==> config.mk <==
export PLATFORM = sky130hd
export DESIGN_NAME = ugas_ctrl
export DESIGN_NICKNAME = d
export VERILOG_FILES = /design/src/rtl/ugas_pkg.sv /design/src/rtl/ugas_ctrl.sv
export SDC_FILE = /design/constraint.sdc
export NUM_CORES = 1
export LEC_CHECK = 0
export ABC_AREA = 1
export BUFFER_PORTS_ARGS = -buffer_cell sky130_fd_sc_hd__buf_4
export CAP_MARGIN = 10
export CORE_AREA = 2 2 39 41
export CTS_CLUSTER_SIZE = 10
export DETAILED_ROUTE_END_ITERATION = 10
export DIE_AREA = 0 0 41 43
export SYNTH_ARGS = -nofsm -noshare
export SYNTH_HDL_FRONTEND = slang
export SYNTH_SLANG_ARGS = --single-unit
==> constraint.sdc <==
create_clock -name clk -period 1.5 [get_ports clk]
set_clock_uncertainty 0.2 [all_clocks]
set_input_delay 0.225 -clock clk [delete_from_list [all_inputs] [get_ports clk]]
set_output_delay 0.225 -clock clk [all_outputs]
set_load 0.005 [all_outputs]
==> src/rtl/ugas_pkg.sv <==
// shared types and codes for the undirected graph adjacency store
package ugas_pkg;

  // fixed field widths of the transfer ports
  localparam int OP_W   = 3;
  localparam int NODE_W = 7;
  localparam int EDGE_W = 12;

  // operation codes
  localparam logic [OP_W-1:0] OP_ADD_NODE   = 3'd0;
  localparam logic [OP_W-1:0] OP_REM_NODE   = 3'd1;
  localparam logic [OP_W-1:0] OP_ADD_EDGE   = 3'd2;
  localparam logic [OP_W-1:0] OP_REM_EDGE   = 3'd3;
  localparam logic [OP_W-1:0] OP_QUERY_EDGE = 3'd4;

  // commands from the controller to the datapath
  typedef struct packed {
    logic capture;     // take the input transfer
    logic add_node;    // hand out the next id
    logic read_a;      // read the row of node a
    logic query;       // latch the edge bit as the answer
    logic edge_a;      // rewrite row a, read row b, adjust edge count
    logic edge_b;      // rewrite row b
    logic walk_start;  // hold row a, read row zero
    logic walk_step;   // clear the column bit in one row, read the next
    logic walk_end;    // retire the removed node
    logic emit;        // load the result register
  } ugas_cmd_t;

  // status from the datapath to the controller
  typedef struct packed {
    logic [OP_W-1:0] op;
    logic            a_ok;       // node a names a present node
    logic            b_ok;       // node b names a present node
    logic            edge_hit;   // edge bit between a and b in the row just read
    logic            walk_last;  // walk is on its last row
    logic            out_free;   // result register can take a new result
  } ugas_stat_t;

endpackage

==> src/rtl/ugas_ctrl.sv <==
// sequencer for the graph store operations
module ugas_ctrl import ugas_pkg::*; (
  input  logic       clk,
  input  logic       rst_n,
  input  logic       in_valid,
  output logic       in_stall,
  input  ugas_stat_t stat,
  output ugas_cmd_t  cmd
);

  localparam logic [2:0] S_IDLE   = 3'd0;
  localparam logic [2:0] S_DECODE = 3'd1;
  localparam logic [2:0] S_EDGA   = 3'd2;
  localparam logic [2:0] S_EDGB   = 3'd3;
  localparam logic [2:0] S_RMROW  = 3'd4;
  localparam logic [2:0] S_WALK   = 3'd5;
  localparam logic [2:0] S_DONE   = 3'd6;

  logic [2:0] state_r;
  logic [2:0] state_nxt;
  logic       change;

  // edge change needed for add of a missing edge or removal of an existing one
  assign change = ((stat.op == OP_ADD_EDGE) && !stat.edge_hit) ||
                  ((stat.op == OP_REM_EDGE) && stat.edge_hit);

  assign in_stall = (state_r != S_IDLE);

  // next state and commands
  always_comb begin
    cmd       = '0;
    state_nxt = state_r;
    case (state_r)
      S_IDLE: begin
        if (in_valid) begin
          cmd.capture = 1'b1;
          state_nxt   = S_DECODE;
        end
      end
      S_DECODE: begin
        state_nxt = S_DONE;
        case (stat.op)
          OP_ADD_NODE: begin
            cmd.add_node = 1'b1;
          end
          OP_REM_NODE: begin
            if (stat.a_ok) begin
              cmd.read_a = 1'b1;
              state_nxt  = S_RMROW;
            end
          end
          OP_ADD_EDGE, OP_REM_EDGE, OP_QUERY_EDGE: begin
            if (stat.a_ok && stat.b_ok) begin
              cmd.read_a = 1'b1;
              state_nxt  = S_EDGA;
            end
          end
          default: begin
            state_nxt = S_DONE;
          end
        endcase
      end
      S_EDGA: begin
        state_nxt = S_DONE;
        if (stat.op == OP_QUERY_EDGE) begin
          cmd.query = 1'b1;
        end else if (change) begin
          cmd.edge_a = 1'b1;
          state_nxt  = S_EDGB;
        end
      end
      S_EDGB: begin
        cmd.edge_b = 1'b1;
        state_nxt  = S_DONE;
      end
      S_RMROW: begin
        cmd.walk_start = 1'b1;
        state_nxt      = S_WALK;
      end
      S_WALK: begin
        cmd.walk_step = 1'b1;
        if (stat.walk_last) begin
          cmd.walk_end = 1'b1;
          state_nxt    = S_DONE;
        end
      end
      S_DONE: begin
        if (stat.out_free) begin
          cmd.emit  = 1'b1;
          state_nxt = S_IDLE;
        end
      end
      default: begin
        state_nxt = S_IDLE;
      end
    endcase
  end

  // state register
  always_ff @(posedge clk) begin
    if (!rst_n) begin
      state_r <= S_IDLE;
    end else begin
      state_r <= state_nxt;
    end
  end

endmodule

# ---- Word-level counts from Yosys, hierarchy flattened
# Index checks and enable logic that the tools add are counted.
# W data, S select, Z words.
dict set report totals {
  reg_bits 3
  latchBits 0
  ramBits 0
  romBits 0
  in_bits 11
  out_inout_bits 11
  n_memories 0
}
dict set report op_classes {
  n_addsub 0
  multipliers 0
  div_mod_pow 0
  n_lt_le_gt_ge 0
  n_eq_ne 13
  shifts 0
  muxes 26
  bitwise 0
  n_reduce_logical 10
}
# operator n
set ops {}
lappend ops {{$pmux W3 S7} 1}
lappend ops {{$mux W3} 6}
lappend ops {{$mux W1} 13}
lappend ops {{$eq A3 B2 Y1 const B} 4}
lappend ops {{$eq A3 B3 Y1 const B} 4}
lappend ops {{$mux W2} 4}
lappend ops {{$eq A3 B1 Y1 const B} 2}
lappend ops {{$logic_not A3 Y1} 2}
lappend ops {{$ne A2 B2 Y1 const B} 3}
lappend ops {{$pmux W3 S2} 1}
lappend ops {{$logic_and A1 B1 Y1} 3}
lappend ops {{$reduce_and A3 Y1} 1}
lappend ops {{$reduce_bool A3 Y1} 1}
lappend ops {{$reduce_or A3 Y1} 1}
lappend ops {{$pmux W1 S2} 1}
lappend ops {{$logic_not A1 Y1} 1}
lappend ops {{$logic_or A1 B1 Y1} 1}

# ---- Logic depth before layout (Yosys ltp)
dict set report logic_depth {
  word_depth 6
  depth_mapped 8
  mapped_depth_nobuf 8
}

# ---- Least setup slack after synthesis
# No wires, ideal clock.
dict set report synth_timing {
  path_type {flip-flop to output port}
  startpoint {register state_r[0]}
  endpoint {output port cmd[8] in the netlist's numbering}
  arrival_time_ps 854
  path_slack_ps 221
  path_stages_with_launch 6
  path_cell_list {dfxtp_1 buf_6 nand2_2 nor2_1 inv_1 nor4_1}
}
# element line
set synth_lines {}
lappend synth_lines {{from (decl)} ugas_ctrl.sv:19} ;# logic [2:0] state_r;
lappend synth_lines {{from (signal assigned)} ugas_ctrl.sv:104} ;# state_r <= state_nxt;
lappend synth_lines {{to (decl)} ugas_ctrl.sv:8} ;# output ugas_cmd_t cmd

==> flow_summary.json <==
{
  "status": "complete, but fails checks",
  "violations": "setup timing",
  "layout.nets": 108,
  "start_kind": "flop",
  "vias_per_cell": 4.32,
  "syn_nets": 73,
  "yosysMostFrequentCell": "nand2_1",
  "tightest_slew_ns": 0.235,
  "crit_required_ns": 1.07,
  "routedWlPerCell_um": 9.79,
  "gp_congestion": 0.717,
  "start_util_pct": 23.3,
  "portBuffers": 21,
  "cp_cell_sequence": "inv_4 > nand2_4 > nor2_2 > inv_2 > nor4_2 > buf_4",
  "yosysTopAreaCellShare_pct": 18.6,
  "drc": 0,
  "synth-main-ff-cell": "dfxtp_1",
  "core-area_um2": 1380,
  "synth-seq-cells": 3,
  "finalWorstSetupSlack_ns": -0.0688,
  "clk_pin_slew_ns": 0.04,
  "clock_latency_ns": 0.24,
  "clockBufferDepth": 2,
  "largest_reg_flops": 3,
  "min_to": "state_r[1]$_SDFFE_PN0P_",
  "dr.first_iter.drc_count": 1,
  "layout_min_cycle_time_ns": 1.57,
  "slew_headroom_pct": 84.2,
  "diodes": 0,
  "h-tree-depth": 1,
  "yosys.area.top_type": "dfxtp_1",
  "placed_cell_area_um2": 497,
  "cts_buffers": 3,
  "grt_pass1_vias": 442,
  "utilization_pct": 49.8,
  "syn_avg_cell_area_um2": 5.21,
  "critical_path.max_stage_delay_ns": 0.32,
  "grt_pass1_wl_um": 1510,
  "synthAdderAreaFrac_pct": 0,
  "synth_compound_area_share_pct": 9.30,
  "dpl_worst_slack_ns": 0.106,
  "grt_use_total_pct": 12.5,
  "hold_viol": 0,
  "fin_area_um2": 689,
  "worst_setup_path_end_kind": "primary output",
  "synth_mux_area_share_pct": 0,
  "ios": 22,
  "syn_inst": 62,
  "antenna_found_initial": 0,
  "reg2reg_to": "state_r[2]$_SDFFE_PN0P_",
  "peakVddDrop_uv": 856,
  "reg2reg_from": "state_r[0]$_SDFFE_PN0P_",
  "hold_path.class": "primary input to flop",
  "num_rows": 14,
  "rsz0062_at_grt": "true",
  "min_from": "rst_n",
  "crit_buf_inv": 3,
  "die_y_um": 43,
  "yosys.area_share.simple_pct": 52.3,
  "synthTopCellsByCount": "13 x nand2_1, 12 x inv_1, 12 x nor2_1, 5 x a21oi_1, 4 x nand3_1",
  "drv_cap": 0,
  "drive_gt1_share_pct": 61.5,
  "slew_viol_final": 0,
  "syn_area_um2": 323,
  "antenna_left": 0,
  "ys_types": 14,
  "reg_top3": "state_r: 3 flops",
  "dieArea_um2": 1760,
  "async_reset_ff_share_pct": 0,
  "max_freq_mhz": 637,
  "worstHoldPathCells": 3,
  "synth_top_family_by_area": "simple AND/OR/NAND/NOR gates",
  "synth_warnings": 0,
  "synth-edff-count": 0,
  "hpwl_um": 734,
  "critPathSlowestCell": "dfxtp_2",
  "power_density_nw_per_um2": 1290,
  "finalSetupViolCount": 6,
  "cp_data_arrival_time_ns": 1.14,
  "synth_area_leaders": "dfxtp_1 19%, nand2_1 15%, inv_1 14%, nor2_1 14%, a21oi_1 7.8%",
  "cts_root_buffer": "clkbuf_4",
  "synth_seq_area_share_pct": 18.6,
  "synthToLayoutAreaGrowth_pct": 114,
  "tritoncts": "yes",
  "fin_crit_sh_pct": 105,
  "holdWs_ns": 0.0529,
  "grt_overflow": 0,
  "leakage_nw": 0.360,
  "worst-r2r-cell-count": 9,
  "crit_type": "flop to primary output",
  "first_pass_iters": 4,
  "critPathMaxFanout": 5,
  "vias": 484,
  "wirelength_um": 1100,
  "regMostFlops": "state_r",
  "reg2reg_setup_slack_ns": 0.05,
  "synthXorXnorAreaFrac_pct": 0,
  "critical-path-top-delay-family": "flip-flops",
  "grt_max_degree": 6,
  "clock_sinks": 3,
  "die_x_um": 41
}
[how the worst max path moves through the flow]
stage / start / end / depth (start not counted)
2_1_floorplan: state_r[0]$_SDFFE_PN0P_ / cmd[8] / 5
4_1_cts: state_r[1]$_SDFFE_PN0P_ / cmd[8] / 6
3_3_place_gp: state_r[1]$_SDFFE_PN0P_ / cmd[8] / 6
3_5_place_dp: state_r[0]$_SDFFE_PN0P_ / cmd[8] / 5
6_report: state_r[1]$_SDFFE_PN0P_ / cmd[8] / 6
5_1_grt: state_r[1]$_SDFFE_PN0P_ / cmd[8] / 6
[per-layer routing]
metal,up-vias,GRT usage [%],wire length [um]
met3,2,1.57,63
met4,0,10.0,21
met5,-,0,0
met1,209,14.1,373
li1,256,-,-
met2,17,19.7,638
[where the power goes]
| part | internal (mW) | switching (mW) | total, mW |
|---|---|---|---|
| clock network | 0.0999 | 0.0447 | 0.145 |
| logic | 0.288 | 0.291 | 0.580 |
| registers | 0.120 | 0.0425 | 0.162 |
| total | 0.508 | 0.379 | 0.887 |
[what timing repair did]
item                                    in CTS  in global routing
hold buffers                                 0                  0
pin swaps                                    5                  7
endpoints found under the setup margin       7                 13
gates resized for setup                     10                 21
buffers inserted                             7                  2
[logic make-up after synthesis]
| kind of cell | count (synthesis) |
|---|---|
| DFF | 3 |
| buffers and inverters | 15 |
| AOI/OAI and AO/OA | 6 |
| and+or+nand+nor | 38 |
[worst min-delay path: stages]
cell     delay (ns)
buf_4          0.07
inv_1          0.05
a21oi_1        0.10
[area by class of cell]
cell class / count / area [um^2]
fillers: 134 / 694
multi-input cells: 44 / 270
repair buffers: 31 / 251
flip-flops and latches: 3 / 66.3
inverters: 14 / 55.1
clock buffers: 4 / 26.3
well taps: 16 / 20.0
[metrics by stage]
step                      power (mW)  cells  TNS, ns
final                          0.887    112   -0.242
after global routing           0.957    112   -0.907
after floorplan                0.399     62        0
after global placement         0.528     99        0
after CTS                      0.776    110   -0.514
after detailed placement       0.531     99        0
[cells in the final DEF (no fill, tap or decap)]
cell type  Yosys  final
a21oi_2        0      1
clkbuf_1       0      1
nand2_1       13     10
nor4_2         0      1
nand2_2        2      2
inv_4          0      1
inv_2          2      5
nor3_2         0      1
nor4_1         2      1
nor2_1        12      9
a21oi_1        5      3
nand3_1        4      3
buf_4          0     26
nor2_2         3      4
nand2_4        0      3
nand4_1        1      1
nand3_2        0      1
o21ai_1        1      1
clkbuf_4       0      3
inv_1         12      8
dfxtp_2        0      2
dfxtp_4        0      1
buf_6          1      5
nor2_4         0      2
a21oi_4        0      1
No activity file was read; power rests on OpenSTA's default activity.
